File: src/rtl/core/sedd_pkg.sv
`default_nettype none
package sedd_pkg;

	localparam int MAX_ENTRIES = 1024;
	localparam int FRAC_BITS   = 16;
	localparam int ADDR_W      = (MAX_ENTRIES > 1) ? $clog2(MAX_ENTRIES) : 1;
	localparam int CNT_W       = $clog2(MAX_ENTRIES + 1);
	localparam int IDX_W       = 16;
	localparam int VAL_W       = 32;
	localparam int RES_W       = 64;
	localparam int DIM_W       = 17;
	localparam int MODE_W      = 2;
	localparam int CFG_IDX_W   = 2;
	localparam int RAM_W       = IDX_W + VAL_W;

	localparam logic [MODE_W-1:0] MODE_SQD = 2'd0;
	localparam logic [MODE_W-1:0] MODE_DOT = 2'd1;
	localparam logic [MODE_W-1:0] MODE_LEN = 2'd2;
	localparam logic [MODE_W-1:0] MODE_RSV = 2'd3;

	localparam logic [CFG_IDX_W-1:0] CFG_MODE = 2'd0;
	localparam logic [CFG_IDX_W-1:0] CFG_DIM  = 2'd1;
	localparam logic [CFG_IDX_W-1:0] CFG_FRAC = 2'd2;

	localparam logic signed [RES_W-1:0] SAT_MAX = {1'b0, {(RES_W-1){1'b1}}};
	localparam logic signed [RES_W-1:0] SAT_MIN = {1'b1, {(RES_W-1){1'b0}}};
	localparam logic signed [RES_W-1:0] NEG_ONE = -(64'sd1 <<< (2 * FRAC_BITS));

	typedef struct packed {
		logic                    req_type;
		logic [IDX_W-1:0]        entry_index;
		logic signed [VAL_W-1:0] entry_value;
		logic                    last_entry;
	} req_t;

	typedef struct packed {
		logic signed [RES_W-1:0] result_value;
		logic [CNT_W-1:0]        common_count;
		logic                    below_threshold;
	} rsp_t;

	typedef struct packed {
		req_t req;
		logic is_load;
		logic is_last;
	} item_t;

	typedef struct packed {
		logic [DIM_W-1:0] dimension;
		logic [DIM_W-1:0] fraction;
	} cfg_t;

	typedef struct packed {
		logic signed [RES_W-1:0] acc;
		logic [CNT_W-1:0]        match_cnt;
		logic [MODE_W-1:0]       mode;
	} fin_req_t;

	function automatic logic [MODE_W-1:0] norm_mode(input logic [MODE_W-1:0] m);
		return (m == MODE_RSV) ? MODE_SQD : m;
	endfunction

endpackage
`default_nettype wire

File: src/rtl/core/sedd_front.sv
`default_nettype none
module sedd_front import sedd_pkg::*; (
	input  wire logic clk,
	input  wire logic arst_n,
	input  wire logic req_valid,
	output logic      req_ready,
	input  wire req_t req,
	output logic      head_valid,
	output item_t     head,
	input  wire logic pop
);
	item_t      slot_q [2];
	logic       wr_ptr_q, rd_ptr_q;
	logic [1:0] count_q;
	logic       push;
	item_t      item;

	assign req_ready  = (count_q != 2'd2);
	assign push       = req_valid && req_ready;
	assign head_valid = (count_q != 2'd0);
	assign head       = slot_q[rd_ptr_q];

	// classify: loads, streamed entries, and streamed entries that close a vector
	always_comb begin
		item.req     = req;
		item.is_load = !req.req_type;
		item.is_last = req.req_type && req.last_entry;
	end

	always_ff @(posedge clk) begin
		if (push) begin
			slot_q[wr_ptr_q] <= item;
		end
	end

	always_ff @(posedge clk or negedge arst_n) begin
		if (!arst_n) begin
			wr_ptr_q <= 1'b0;
			rd_ptr_q <= 1'b0;
			count_q  <= 2'd0;
		end else begin
			if (push) wr_ptr_q <= !wr_ptr_q;
			if (pop)  rd_ptr_q <= !rd_ptr_q;
			count_q <= 2'(count_q + {1'b0, push} - {1'b0, pop});
		end
	end
endmodule
`default_nettype wire

File: config.mk
export PLATFORM = sky130hd
export DESIGN_NAME = sedd_front
export DESIGN_NICKNAME = d
export VERILOG_FILES = /design/src/rtl/core/sedd_pkg.sv /design/src/rtl/core/sedd_front.sv
export SDC_FILE = /design/constraint.sdc
export NUM_CORES = 1
export LEC_CHECK = 0
export ABC_CLOCK_PERIOD_IN_PS = 6220
export CORE_ASPECT_RATIO = 0.6
export CORE_UTILIZATION = 49
export CTS_CLUSTER_DIAMETER = 80
export DETAILED_ROUTE_END_ITERATION = 7
export DONT_BUFFER_PORTS = 1
export GPL_TIMING_DRIVEN = 0
export HOLD_SLACK_MARGIN = 0.06
export SKIP_CTS_REPAIR_TIMING = 1
export SLEW_MARGIN = 20
export SYNTH_ARGS = -nofsm -noshare
export SYNTH_HDL_FRONTEND = slang
export SYNTH_SLANG_ARGS = --single-unit
File: constraint.sdc
create_clock -name clk -period 6.22 [get_ports clk]
set_input_delay 0.622 -clock clk [delete_from_list [all_inputs] [get_ports clk]]
set_output_delay 0.622 -clock clk [all_outputs]
set_load 0.05 [all_outputs]
# Word-level counts from Yosys, hierarchy flattened
# Memory sizes are Yosys's and may differ from the RTL's.
# Cells that the tools add are included.
# word_totals
mem_bits_rw	104
memories	1
in_bits	54
reg_bits	4
# classes
eq_ne	1
mux	2
add_sub_neg	2
reduce_logical	6
# mem_list
memory	depth	word_bits	rd	rd_clocked_by_memory_dff	write_ports	line	source
slot_q	2	52	1	0	1	sedd_front.sv:12	item_t slot_q [2];
# op_table
op	n
zero test 1 bit	3
adder 2 x 1 -> 2 bit	1
logical AND 1 bit	2
two-way mux 1 bit	2
inequality test 2 bit (second input constant)	1
nonzero test 2 bit	1
subtractor 2 x 1 -> 2 bit	1

# Longest topological paths before layout
# logic_depth
ltp_word	4
depth_mapped	5

# Least setup slack after synthesis
# Ideal clock, no wire load.
# synth_path
path_kind	register to register
from	register count_q[0]
to	memory slot_q[0][0] (netlist bit), enable pin
stages_incl_launch_ff	4
arrival_ns	3.244
period_less_slack_ns	3.706
required_ns	5.758
setup_slack_ns	2.514
setup_time_ns	0.462
cell_sequence	dfrtp_1 > nand2b_1 > nand2_1 > nor2_1
# synth_via
elab_chain_len	4
# synth_lines
element	line	source
start: declaration	sedd_front.sv:14	logic [1:0] count_q;
start signal: assignment	sedd_front.sv:44	count_q <= 2'(count_q + {1'b0, push} - {1'b0, pop});
inequality test 2 bit	sedd_front.sv:18	assign req_ready = (count_q != 2'd2);
net req_ready	sedd_front.sv:6	output logic req_ready,
logical AND 1 bit	sedd_front.sv:19	assign push = req_valid && req_ready;
two-way mux 1 bit	sedd_front.sv:31	if (push) begin
two-way mux 1 bit (implied by the code)	sedd_front.sv:32	slot_q[wr_ptr_q] <= item;
end: declaration	sedd_front.sv:12	
# The timed path passes the listed nets, and every way through them passes these cells.

# Final worst setup path
# layout_path
from	register count_q[0]
to	memory slot_q[0][12] (netlist bit), enable pin
# The elaborated chain is that of the path after synthesis.

==> results.sh <==
export IMPL_status="complete, no violations"
export IMPL_num_fill_cells=530
export IMPL_relSlewSlack=0.530
export IMPL_grt_overflow=0
export IMPL_hold_path_startpoint="pop"
export IMPL_r2r_end="slot_q[0][12]"
export IMPL_min_path_cells=1
export IMPL_criticalPathCategory="register to register"
export IMPL_critPathBufInv=2
export IMPL_critPathMaxStageDelay_ns=0.52
export IMPL_r2r_slack_ns=3.82
export IMPL_fp_dieH_um=71.6
export IMPL_async_flop_share=0.0370
export IMPL_drtPass1Iterations=4
export IMPL_reg2reg_depth=5
export IMPL_die_w_um=118
export IMPL_yosys_top_cells_count="edfxtp_1 (104), mux2_1 (52), buf_4 (5)"
export IMPL_synth_cells=181
export IMPL_final_nets=250
export IMPL_synth_area_top_cells="edfxtp_1 (79%), mux2_1 (15%), dfrtp_1 (2.5%), buf_4 (0.95%), xnor2_1 (0.66%)"
export IMPL_fin_crit_ns=2.40
export IMPL_maxCapViolCount=0
export IMPL_clk_path_buf_depth=2
export IMPL_vias=1629
export IMPL_max_freq_ghz=0.416
export IMPL_crit_path_top_delay_cell="nand2b_1"
export IMPL_crit_fanout=19
export IMPL_ys_flop_type="edfxtp_1"
export IMPL_ctsHtreeMaxLevel=3
export IMPL_synth_edf_count=104
export IMPL_ys_ff_latch=108
export IMPL_layoutNonFillerInstCount=304
export IMPL_clk_latency_ns=0.33
export IMPL_dpl_cell_count=287
export IMPL_setup_viol=0
export IMPL_yosysSeqAreaShare=0.815
export IMPL_arrival_ns=2.44
export IMPL_drive_gt1_frac=0.120
export IMPL_path_delay_family="simple AND/OR/NAND/NOR gates"
export IMPL_place_congestion=0.790
export IMPL_area_delta_synth_final_pct=13.1
export IMPL_ios=108
export IMPL_cp_common_cell="buf_16"
export IMPL_synth_most_common_cell="edfxtp_1"
export IMPL_netlist_area_mm2=0.00396
export IMPL_hold_viol_final=0
export IMPL_antenna_found_initial=0
export IMPL_crit_required_ns=6.26
export IMPL_grt_pass1_wl_um=9530
export IMPL_end_kind="register"
export IMPL_grt_setup_unrepaired="no"
export IMPL_tightest_slew_ns=0.705
export IMPL_worstSetupStartpoint="count_q[0]"
export IMPL_ant_nets=0
export IMPL_cts_tree="yes"
export IMPL_slew_violations=0
export IMPL_root_buffer="clkbuf_16"
export IMPL_numClockSinks=108
export IMPL_io_buffers=0
export IMPL_setup_ws_ns=3.82
export IMPL_yosysTopAreaCell="edfxtp_1"
export IMPL_dp_slack_ns=3.78
export IMPL_drtIter0Drc=107
export IMPL_fin_setup_tns_ns=0
export IMPL_fin_crit_sh=0.386
export IMPL_drcViolationCount=0
export IMPL_cts_inserted_buffers=9
export IMPL_start_kind="register"
export IMPL_die_area_mm2=0.00845
export IMPL_dp_hpwl_um=4110
export IMPL_start_util=0.525
export IMPL_synth_top_area_frac=0.789
export IMPL_wl_per_cell_um=19.7
export IMPL_grt_pass1_vias=1797
export IMPL_clk_pin_slew_ns=0.06
export IMPL_crit_chain="nand2b_1, nand2_1, nor2_4, buf_16, buf_16"
export IMPL_row_count=24
export IMPL_grt_max_degree=53
export IMPL_drt_wl_total_um=5990
export IMPL_avgSynthCellArea_um2=21.9
export IMPL_synth_nets=236
export IMPL_via_per_inst=5.36
export IMPL_synth_cell_type_count=17
export IMPL_grt_usage=0.156
export IMPL_rr_startpoint="count_q[0]"
export IMPL_min_path_type="primary input to register"
export IMPL_yosys_warnings=0
export IMPL_worstHoldEndpoint="rd_ptr_q"
export IMPL_clock_skew_ns=0.00405
export IMPL_n_antenna_cell=0
export IMPL_core_mm2=0.00754
[worst max path at each step]
stage                          endpoint  slack (ns)  cells after the start
after floorplan            slot_q[0][0]        2.51                      3
after global placement    slot_q[0][39]        1.57                      3
after detailed placement  slot_q[0][33]        3.78                      5
after CTS                 slot_q[0][12]        3.76                      5
after global routing      slot_q[0][12]        3.67                      5
final                     slot_q[0][12]        3.82                      5
[sequential cells by signal (all words and copies together), names as in the netlist]
register	cells
wr_ptr_q	1
rd_ptr_q	1
slot_q	104
count_q	2
[cell families (layout without fill, tap and decap cells)]
group	count (synthesis)	in the layout	synth area share
mux	52	52	0.148
flops	108	108	0.815
fa+ha+maj	1	1	0.00316
compound gates	2	2	0.00443
simple gates	7	7	0.00918
xor+xnor	4	4	0.00886
buf+inv	7	26	0.0117
[metrics by stage]
| stage | hold slack, ns | util | area [µm²] |
|---|---|---|---|
| finish | 0.365 | 0.593 | 4470 |
| global route | 0.357 | 0.593 | 4470 |
| CTS | -0.0396 | 0.592 | 4460 |
| detailed placement | 0.326 | 0.551 | 4150 |
| global placement | 0.326 | 0.542 | 4090 |
| floorplan | 0.326 | - | 3960 |
[cell usage in the layout, fill, tap and decap left out]
| cell type | Yosys | routed |
|---|---|---|
| a21bo_1 | 1 | 1 |
| a22oi_1 | 1 | 1 |
| and2_1 | 1 | 1 |
| and3_4 | 0 | 1 |
| buf_16 | 0 | 2 |
| buf_2 | 1 | 1 |
| buf_4 | 5 | 5 |
| bufinv_16 | 0 | 2 |
| clkbuf_1 | 0 | 2 |
| clkbuf_16 | 0 | 9 |
| clkinv_1 | 0 | 1 |
| clkinv_2 | 0 | 1 |
| clkinvlp_4 | 0 | 1 |
| dfrtp_1 | 4 | 4 |
| dlygate4sd3_1 | 0 | 1 |
| edfxtp_1 | 104 | 104 |
| ha_1 | 1 | 1 |
| inv_1 | 1 | 1 |
| mux2_1 | 52 | 52 |
| nand2_1 | 1 | 1 |
| nand2b_1 | 1 | 1 |
| nor2_1 | 2 | 1 |
| nor2_4 | 0 | 1 |
| or2_2 | 1 | 1 |
| xnor2_1 | 3 | 3 |
| xor2_1 | 1 | 1 |
[worst register-to-register path: stages, from the launching register on]
cell and delay, ns:
dfrtp_1 0.39, nand2b_1 0.52, nand2_1 0.28, nor2_4 0.51, buf_16 0.24, buf_16 0.18
[layout make-up]
class	count	area, µm²	area share
sequential	108	3220	0.721
inverter	1	3.75	0.000839
clock inverter	5	76.3	0.0171
tap	104	130	0.0291
multi-input combinational	66	699	0.156
buffer	6	42.5	0.00951
timing repair buffer	3	65.1	0.0145
clock buffer	11	233	0.0520
[per-layer routing]
layer	global-route usage	wire length, µm	vias to the layer above
li1	-	-	735
met1	0.170	2240	803
met2	0.244	2890	75
met3	0.0916	732	16
met4	0.0798	127	0
met5	0	0	-
Power is left out: the tool's default activity adds up to more than one toggle a clock period on the data nets, which glitch-free logic cannot reach.
