<file path="config.mk">
export PLATFORM = sky130hd
export DESIGN_NAME = sedd_finish
export DESIGN_NICKNAME = d
export VERILOG_FILES = /design/src/rtl/core/sedd_pkg.sv /design/src/rtl/core/sedd_finish.sv
export SDC_FILE = /design/constraint.sdc
export NUM_CORES = 2
export LEC_CHECK = 0
export BUFFER_PORTS_ARGS = -buffer_cell sky130_fd_sc_hd__buf_2
export CAP_MARGIN = 10
export CORE_UTILIZATION = 30
export DETAILED_ROUTE_END_ITERATION = 12
export PLACE_DENSITY = 0.49
export SYNTH_ARGS = -nofsm -noshare
export SYNTH_HDL_FRONTEND = slang
export SYNTH_SLANG_ARGS = --single-unit
</file>
<file path="constraint.sdc">
create_clock -name clk -period 28.6 [get_ports clk]
set_input_delay 4.29 -clock clk [delete_from_list [all_inputs] [get_ports clk]]
set_output_delay 4.29 -clock clk [all_outputs]
set_load 0.03 [all_outputs]
</file>
<file path="src/rtl/core/sedd_pkg.sv">
`default_nettype none
package sedd_pkg;

	localparam int MAX_ENTRIES = 1024;
	localparam int FRAC_BITS   = 16;
	localparam int ADDR_W      = (MAX_ENTRIES > 1) ? $clog2(MAX_ENTRIES) : 1;
	localparam int CNT_W       = $clog2(MAX_ENTRIES + 1);
	localparam int IDX_W       = 16;
	localparam int VAL_W       = 32;
	localparam int RES_W       = 64;
	localparam int DIM_W       = 17;
	localparam int MODE_W      = 2;
	localparam int CFG_IDX_W   = 2;
	localparam int RAM_W       = IDX_W + VAL_W;

	localparam logic [MODE_W-1:0] MODE_SQD = 2'd0;
	localparam logic [MODE_W-1:0] MODE_DOT = 2'd1;
	localparam logic [MODE_W-1:0] MODE_LEN = 2'd2;
	localparam logic [MODE_W-1:0] MODE_RSV = 2'd3;

	localparam logic [CFG_IDX_W-1:0] CFG_MODE = 2'd0;
	localparam logic [CFG_IDX_W-1:0] CFG_DIM  = 2'd1;
	localparam logic [CFG_IDX_W-1:0] CFG_FRAC = 2'd2;

	localparam logic signed [RES_W-1:0] SAT_MAX = {1'b0, {(RES_W-1){1'b1}}};
	localparam logic signed [RES_W-1:0] SAT_MIN = {1'b1, {(RES_W-1){1'b0}}};
	localparam logic signed [RES_W-1:0] NEG_ONE = -(64'sd1 <<< (2 * FRAC_BITS));

	typedef struct packed {
		logic                    req_type;
		logic [IDX_W-1:0]        entry_index;
		logic signed [VAL_W-1:0] entry_value;
		logic                    last_entry;
	} req_t;

	typedef struct packed {
		logic signed [RES_W-1:0] result_value;
		logic [CNT_W-1:0]        common_count;
		logic                    below_threshold;
	} rsp_t;

	typedef struct packed {
		req_t req;
		logic is_load;
		logic is_last;
	} item_t;

	typedef struct packed {
		logic [DIM_W-1:0] dimension;
		logic [DIM_W-1:0] fraction;
	} cfg_t;

	typedef struct packed {
		logic signed [RES_W-1:0] acc;
		logic [CNT_W-1:0]        match_cnt;
		logic [MODE_W-1:0]       mode;
	} fin_req_t;

	function automatic logic [MODE_W-1:0] norm_mode(input logic [MODE_W-1:0] m);
		return (m == MODE_RSV) ? MODE_SQD : m;
	endfunction

endpackage
`default_nettype wire

</file>
<file path="src/rtl/core/sedd_finish.sv">
`default_nettype none
module sedd_finish import sedd_pkg::*; (
	input  wire logic     clk,
	input  wire logic     arst_n,
	input  wire cfg_t     cfg,
	input  wire logic     start,
	input  wire fin_req_t fin_req,
	output logic          busy,
	output logic          rsp_valid,
	input  wire logic     rsp_ready,
	output rsp_t          rsp
);
	localparam logic [2:0] F_IDLE = 3'd0;
	localparam logic [2:0] F_THR  = 3'd1;
	localparam logic [2:0] F_MUL0 = 3'd2;
	localparam logic [2:0] F_MUL1 = 3'd3;
	localparam logic [2:0] F_DIV  = 3'd4;
	localparam logic [2:0] F_SAT  = 3'd5;
	localparam logic [2:0] F_SQRT = 3'd6;
	localparam logic [2:0] F_OUT  = 3'd7;

	localparam int PROD_W = RES_W + DIM_W;
	localparam int PART_W = 32 + DIM_W;
	localparam int THR_W  = 2 * DIM_W - 16;
	localparam int RAD_W  = RES_W + 2 * FRAC_BITS;
	localparam int ROOT_W = RAD_W / 2;
	localparam int SREM_W = ROOT_W + 2;
	localparam int ITER_W = $clog2(PROD_W + 1);

	logic [2:0]              state_q;
	logic [CNT_W-1:0]        matches_q;
	logic [MODE_W-1:0]       mode_q;
	logic                    neg_q, below_q;
	logic [RES_W-1:0]        mag_q;
	logic [PART_W-1:0]       part_q;
	logic [PROD_W-1:0]       dvd_q;
	logic [CNT_W-1:0]        rem_q;
	logic [ITER_W-1:0]       iter_q;
	logic signed [RES_W-1:0] res_q;
	logic [RAD_W-1:0]        rad_q;
	logic [ROOT_W-1:0]       root_q;
	logic [SREM_W-1:0]       srem_q;
	logic                    rsp_valid_q;
	rsp_t                    rsp_q;

	logic [2*DIM_W-1:0]      thr_prod;
	logic [THR_W-1:0]        thr;
	logic                    below;
	logic [CNT_W:0]          trial;
	logic                    qbit;
	logic [SREM_W-1:0]       srem_sh, strial;
	logic                    rbit;
	logic [ROOT_W-1:0]       root_next;
	logic                    big;
	logic signed [RES_W-1:0] sat_res;
	logic                    out_free;

	assign busy      = (state_q != F_IDLE);
	assign rsp_valid = rsp_valid_q;
	assign rsp       = rsp_q;
	assign out_free  = !rsp_valid_q || rsp_ready;

	assign thr_prod = cfg.dimension * cfg.fraction;
	assign thr      = thr_prod[2*DIM_W-1:16];
	assign below    = (matches_q == '0) || (THR_W'(matches_q) < thr);

	// restoring divide, one quotient bit a cycle
	assign trial = {rem_q, dvd_q[PROD_W-1]};
	assign qbit  = trial >= {1'b0, matches_q};

	// digit-by-digit root, two radicand bits a cycle
	assign srem_sh   = {srem_q[SREM_W-3:0], rad_q[RAD_W-1 -: 2]};
	assign strial    = {root_q, 2'b01};
	assign rbit      = srem_sh >= strial;
	assign root_next = {root_q[ROOT_W-2:0], rbit};

	always_comb begin
		big = |dvd_q[PROD_W-1:RES_W-1];
		if (neg_q) begin
			sat_res = big ? SAT_MIN : -$signed(dvd_q[RES_W-1:0]);
		end else begin
			sat_res = big ? SAT_MAX : $signed(dvd_q[RES_W-1:0]);
		end
	end

	always_ff @(posedge clk) begin
		unique case (state_q)
			F_IDLE: begin
				if (start) begin
					matches_q <= fin_req.match_cnt;
					mode_q    <= fin_req.mode;
					neg_q     <= fin_req.acc[RES_W-1];
					mag_q     <= fin_req.acc[RES_W-1] ? RES_W'(-fin_req.acc) : fin_req.acc;
				end
			end
			F_THR: begin
				below_q <= below;
				if (below) res_q <= (mode_q == MODE_DOT) ? '0 : NEG_ONE;
			end
			F_MUL0: part_q <= mag_q[31:0] * cfg.dimension;
			F_MUL1: begin
				dvd_q  <= PROD_W'({PART_W'(mag_q[RES_W-1:32]) * PART_W'(cfg.dimension), 32'b0})
				        + PROD_W'(part_q);
				rem_q  <= '0;
				iter_q <= ITER_W'(PROD_W);
			end
			F_DIV: begin
				rem_q  <= qbit ? CNT_W'(trial - {1'b0, matches_q}) : trial[CNT_W-1:0];
				dvd_q  <= {dvd_q[PROD_W-2:0], qbit};
				iter_q <= ITER_W'(iter_q - 1'b1);
			end
			F_SAT: begin
				res_q  <= sat_res;
				rad_q  <= {sat_res, {(2*FRAC_BITS){1'b0}}};
				root_q <= '0;
				srem_q <= '0;
				iter_q <= ITER_W'(ROOT_W);
			end
			F_SQRT: begin
				srem_q <= rbit ? SREM_W'(srem_sh - strial) : srem_sh;
				root_q <= root_next;
				rad_q  <= {rad_q[RAD_W-3:0], 2'b00};
				iter_q <= ITER_W'(iter_q - 1'b1);
				if (iter_q == ITER_W'(1)) res_q <= $signed(RES_W'(root_next));
			end
			F_OUT: ;
			default: ;
		endcase
	end

	always_ff @(posedge clk) begin
		if (state_q == F_OUT && out_free) begin
			rsp_q <= '{result_value: res_q, common_count: matches_q,
			           below_threshold: below_q};
		end
	end

	always_ff @(posedge clk or negedge arst_n) begin
		if (!arst_n) begin
			state_q     <= F_IDLE;
			rsp_valid_q <= 1'b0;
		end else begin
			if (state_q == F_OUT && out_free) begin
				rsp_valid_q <= 1'b1;
			end else if (rsp_ready) begin
				rsp_valid_q <= 1'b0;
			end
			unique case (state_q)
				F_IDLE: if (start) state_q <= F_THR;
				F_THR:  state_q <= below ? F_OUT : F_MUL0;
				F_MUL0: state_q <= F_MUL1;
				F_MUL1: state_q <= F_DIV;
				F_DIV:  if (iter_q == ITER_W'(1)) state_q <= F_SAT;
				F_SAT:  state_q <= (mode_q == MODE_LEN && !neg_q) ? F_SQRT : F_OUT;
				F_SQRT: if (iter_q == ITER_W'(1)) state_q <= F_OUT;
				F_OUT:  if (out_free) state_q <= F_IDLE;
				default: state_q <= F_IDLE;
			endcase
		end
	end
endmodule
`default_nettype wire

</file>
== Yosys cells after proc, flatten, opt, wreduce, memory -nomap -nowiden ==
Index checks and enable logic that the tools add are counted.

* Bits of input ports: 115
* Output and inout bits: 78
* Register bits after elaboration: 563
* Word-level logic and storage cells: 90

* Add/subtract/negate cells: 6
* Multipliers: 3
* Reductions and logical operators: 19
* Equal/unequal tests: 15
* Multiplexer cells: 25
* $lt $le $gt $ge: 3

{| class="wikitable"
|+ Operators with widths
! cell !! number
|-
| 2-to-1 mux 64 bit || 6
|-
| one-hot mux 48 bit (2 select lines) || 2
|-
| one-hot mux 64 bit (3 select lines) || 1
|-
| one-hot mux 96 bit (2 select lines) || 1
|-
| one-hot mux 81 bit (2 select lines) || 1
|-
| negator 64 bit || 2
|-
| multiplier 32 x 17 -> 49 bit || 2
|-
| adder 81 x 49 -> 81 bit || 1
|-
| 2-to-1 mux 63 bit || 1
|-
| greater-or-equal comparator 50 bit || 1
|-
| 2-to-1 mux 48 bit || 1
|-
| subtractor 48 bit || 1
|-
| multiplier 17 x 17 -> 34 bit || 1
|-
| one-hot mux 3 bit (8 select lines) || 1
|-
| one-hot mux 11 bit (2 select lines) || 1
|-
| one-hot mux 7 bit (3 select lines) || 1
|-
| < comparator 11 x 18 -> 1 bit || 1
|-
| OR reduction 18 bit || 1
|-
| 2-to-1 mux 3 bit || 5
|-
| == test 3 bit (second input constant) || 4
|-
| greater-or-equal comparator 12 x 11 -> 1 bit || 1
|-
| zero test 11 bit || 1
|-
| 2-to-1 mux 11 bit || 1
|-
| subtractor 11 bit || 1
|-
| other kinds (18) || 32
|}

== Longest topological paths before layout ==
* Depth in word-level cells: 5
* Mapped depth: 37
* Gate-level depth less buffers: 35

== Worst setup path before layout ==
OpenSTA, ideal clock, no wires.

* Kind: register -> register
* From: reg state_q[2]
* To: reg res_q[45] (data pin)
* Data arrival time: 14.176 ns
* Setup slack: 14.165 ns
* Stages on the path, launching flop included: 6
* Period minus slack after synthesis: 14.435 ns
* Path buffers: 2
* Data required time: 28.341 ns
* Cell sequence: dfrtp_1 > clkbuf_1 > a21boi_0 > a21oi_1 > clkbuf_1 > a211o_1

* Word-level cells in the longest chain between the ends: 2

{| class="wikitable"
|+ Ends and longest elaborated chain
! element !! RTL line !! source
|-
| start: declaration || sedd_finish.sv:30 || <nowiki>logic [2:0] state_q;</nowiki>
|-
| start signal: assignment || sedd_finish.sv:150 || <nowiki>F_THR: state_q <= below ? F_OUT : F_MUL0;</nowiki>
|-
| start signal: assignment || sedd_finish.sv:154 || <nowiki>F_SAT: state_q <= (mode_q == MODE_LEN && !neg_q) ? F_SQRT : F_OUT;</nowiki>
|-
| == test 3 bit / == test 3 x 1 -> 1 bit (equally long branches) || sedd_finish.sv:87 || <nowiki>unique case (state_q)</nowiki>
|-
| one-hot mux 64 bit (3 select lines) (*) || sedd_finish.sv:87 ||
|-
| end signal: assignment || sedd_finish.sv:98 || <nowiki>if (below) res_q <= (mode_q == MODE_DOT) ? '0 : NEG_ONE;</nowiki>
|-
| end signal: assignment || sedd_finish.sv:113 || <nowiki>res_q <= sat_res;</nowiki>
|-
| end signal: assignment || sedd_finish.sv:124 || <nowiki>if (iter_q == ITER_W'(1)) res_q <= $signed(RES_W'(root_next));</nowiki>
|-
| end: declaration || sedd_finish.sv:39 || <nowiki>logic signed [RES_W-1:0] res_q;</nowiki>
|}

Every way passes the cells marked *; elsewhere a longest branch is shown, timed or not.
A chain may end at the register's enable or synchronous reset.

== Final worst setup path ==
* From: in cfg[23] in the netlist's numbering
* To: reg dvd_q[79] (data pin)

* Word-level cells in the longest chain between the ends: 3

{| class="wikitable"
|+ Ends and longest elaborated chain
! element !! RTL line !! source
|-
| start: declaration || sedd_finish.sv:5 || <nowiki>input wire cfg_t cfg,</nowiki>
|-
| multiplier 32 x 17 -> 49 bit || sedd_finish.sv:102 || <nowiki>dvd_q <= PROD_W'({PART_W'(mag_q[RES_W-1:32]) * PART_W'(cfg.dimension), 32'b0})</nowiki>
|-
| adder 81 x 49 -> 81 bit || sedd_finish.sv:103 || <nowiki>+ PROD_W'(part_q);</nowiki>
|-
| one-hot mux 81 bit (2 select lines) || sedd_finish.sv:87 ||
|-
| end signal: assignment || sedd_finish.sv:102 ||
|-
| end signal: assignment || sedd_finish.sv:109 || <nowiki>dvd_q <= {dvd_q[PROD_W-2:0], qbit};</nowiki>
|-
| end: declaration || sedd_finish.sv:36 || <nowiki>logic [PROD_W-1:0] dvd_q;</nowiki>
|}

No other way between the ends.

==> flow_metrics.tcl <==
set metrics [dict create \
    cp.arrival_ns 13.86 \
    hpwl_mm 155.3 \
    layout_min_cycle_time_ns 13.37 \
    antenna_found_initial 20 \
    clock_latency_ns 0.73 \
    ys_async_sr_fraction 0.007533 \
    finalNetCount 9374 \
    grt_max_degree 97 \
    crit_path_max_fanout 34 \
    fill_cells 24550 \
    r2r-end "dvd_q[79]" \
    grt_pass1_vias 55140 \
    start_kind "primary input" \
    die_width_um 489.0 \
    syn2layout_area_growth_pct 8.805 \
    cts_hold_buf 0 \
    synth_enable_flop_cells 527 \
    holdPathStages 0 \
    clockBufferDepth 3 \
    timing.max_cap.violations 0 \
    ios 193 \
    vias_per_cell 4.812 \
    syn_area_um2 71140 \
    detail-route-antenna-nets 0 \
    crit_path_end "dvd_q[79]" \
    ys_warn_count 0 \
    reg2reg_slack_ns 19.41 \
    drt_iter0_markers 3436 \
    synth_flop_cell "edfxtp_1" \
    rsz0062_at_grt "false" \
    worst-setup-path-type "primary input to flip-flop" \
    layout_worst_path_cycle_share 0.4675 \
    r2r-start "mag_q[48]" \
    holdCritPathClass "flip-flop to flip-flop" \
    slowest_stage "o41ai_1" \
    rows 178 \
    grt_pass1_wl_mm 318.8 \
    slew_violations 0 \
    wire_per_inst_um 18.56 \
    crit_required_ns 29.09 \
    crit_path_end_kind "flip-flop" \
    postSynthAreaPerCell_um2 9.158 \
    crit_top_cell "fa_1" \
    tritoncts "built" \
    rr_worst_depth 22 \
    port_buffers 192 \
    track_usage 0.1709 \
    multi_input_area_um2 48320 \
    fp.dieArea_um2 239100 \
    ys_seq_area_frac 0.2239 \
    ys_ff_latch 531 \
    fin_skew_ns 0.07244 \
    routed_wl_mm 202.3 \
    final_hold_viol_count 0 \
    regArea_um2 15930 \
    die_y_um 489.0 \
    cts_resized 0 \
    initial_core_util 0.3022 \
    routabilityCongestion 0.8651 \
    setup_viol 0 \
    setup.worst_path.start "cfg[23]" \
    layout_common_cells "1,445 x inv_1, 1,409 x nand2_1, 1,122 x fa_1" \
    layout-drive-gt1-share 0.05579 \
    setup-tns-final_ns 0 \
    status "finished clean" \
    vias 52430 \
    layout_commonest_cell "inv_1" \
    cts_buffers 68 \
    relSlewSlack 0.2373 \
    overflow 0 \
    ys_types 83 \
    cts_root_buffer "clkbuf_16" \
    core_um2 235400 \
    fmax_mhz 74.79 \
    worst_slew_pin_slew_ns 1.129 \
    drc 0 \
    firstDrtPassIters 5 \
    postSynthCellCount 7768 \
    cts_max_level 3 \
    cts.sinks 531 \
    slowest_delay_ns 0.93 \
    path_clk_slew_ns 0.09 \
    syn-num-nets 9449 \
    post_cts_buffers 0 \
]
-- routing by layer --
layer  up-vias  wire (um)  global-route usage
li1      24210          -                   -
met1     26590      98130              0.2507
met2      1405      88480              0.2657
met3       229      11670             0.02496
met4         4       3968             0.03453
met5         -         25                   0
-- kinds of logic (layout without fill, tap and decap cells) --
family	after synthesis	count (layout)	synth area share
buf+inv	1857	1833	0.09826
other cells	0	2	0
fa+ha+maj	1566	1566	0.3938
flops	531	531	0.2239
mux	17	17	0.002462
simple gates	2611	2611	0.1671
xor+xnor	253	253	0.03115
compound gates	933	933	0.08335
-- sequential cells by signal, indices dropped and copies added (netlist names) --
name	cells
below_q	1
dvd_q	81
iter_q	7
mag_q	64
matches_q	11
mode_q	2
neg_q	1
part_q	49
rad_q	64
rem_q	11
res_q	64
root_q	48
rsp	76
rsp_valid	1
srem_q	48
state_q	3
-- per-stage QoR --
stage	instances	area [um2]	util	setup WS [ns]	hold slack (ns)
after floorplan	7768	71140	-	14.17	0.4003
after global placement	10770	75140	0.3192	14.66	0.4063
after detailed placement	10770	75140	0.3192	14.47	0.4063
after CTS	10890	77400	0.3288	15.30	0.4010
after global routing	10890	77400	0.3288	14.58	0.4245
final	10900	77400	0.3288	15.23	0.4029
-- worst min path at each step --
stage	from	endpoint	slack, ns
global placement	res_q[18]	rsp[30]	0.41
floorplan	below_q	rsp[0]	0.40
detailed placement	res_q[46]	rsp[58]	0.41
finish	res_q[15]	rsp[27]	0.40
global route	res_q[42]	rsp[54]	0.42
CTS	res_q[15]	rsp[27]	0.40
-- cell type report --
cell class,count,share of cell area
multi-input cells,5380,0.6243
flip-flops and latches,531,0.2057
inverters,1445,0.07007
well taps,3150,0.05092
clock buffers,78,0.02247
repair buffers,267,0.01969
clock inverters,43,0.006725
diodes,2,0.00006466
-- Yosys cell counts, types with 23 or more instances --
master	n	area [um2]
o21ai_0	180	900.9
o22ai_1	38	237.7
inv_1	1445	5424
edfxtp_1	527	15830
nand2b_1	32	200.2
xnor2_1	160	1401
nor2b_1	27	168.9
nand2_1	1410	5293
a31oi_1	30	187.7
or3_1	38	237.7
a21oi_1	290	1451
and3_1	23	143.9
o31ai_1	31	232.7
o21bai_1	26	195.2
nand3_1	69	345.3
a211o_1	27	236.5
clkbuf_1	396	1486
and2_1	410	2565
xor2_1	93	814.5
nor3_1	77	385.4
a21o_1	116	870.8
ha_1	444	5555
nand4_1	45	281.5
o211ai_1	29	217.7
nor4_1	27	168.9
fa_1	1122	22460
nor2_1	367	1378
o21a_1	32	240.2
-- worst max-delay path, delay by kind of cell --
kind / cells / cell delay (ns)
AO/OA/AOI/OAI: 7 / 2.73
adder cells (fa/ha/maj): 7 / 3.61
buffers and inverters: 8 / 1.83
AND/OR/NAND/NOR: 5 / 1.31
Power is left out: the tool's default activity adds up to more than one toggle a clock period on the data nets, which glitch-free logic cannot reach.
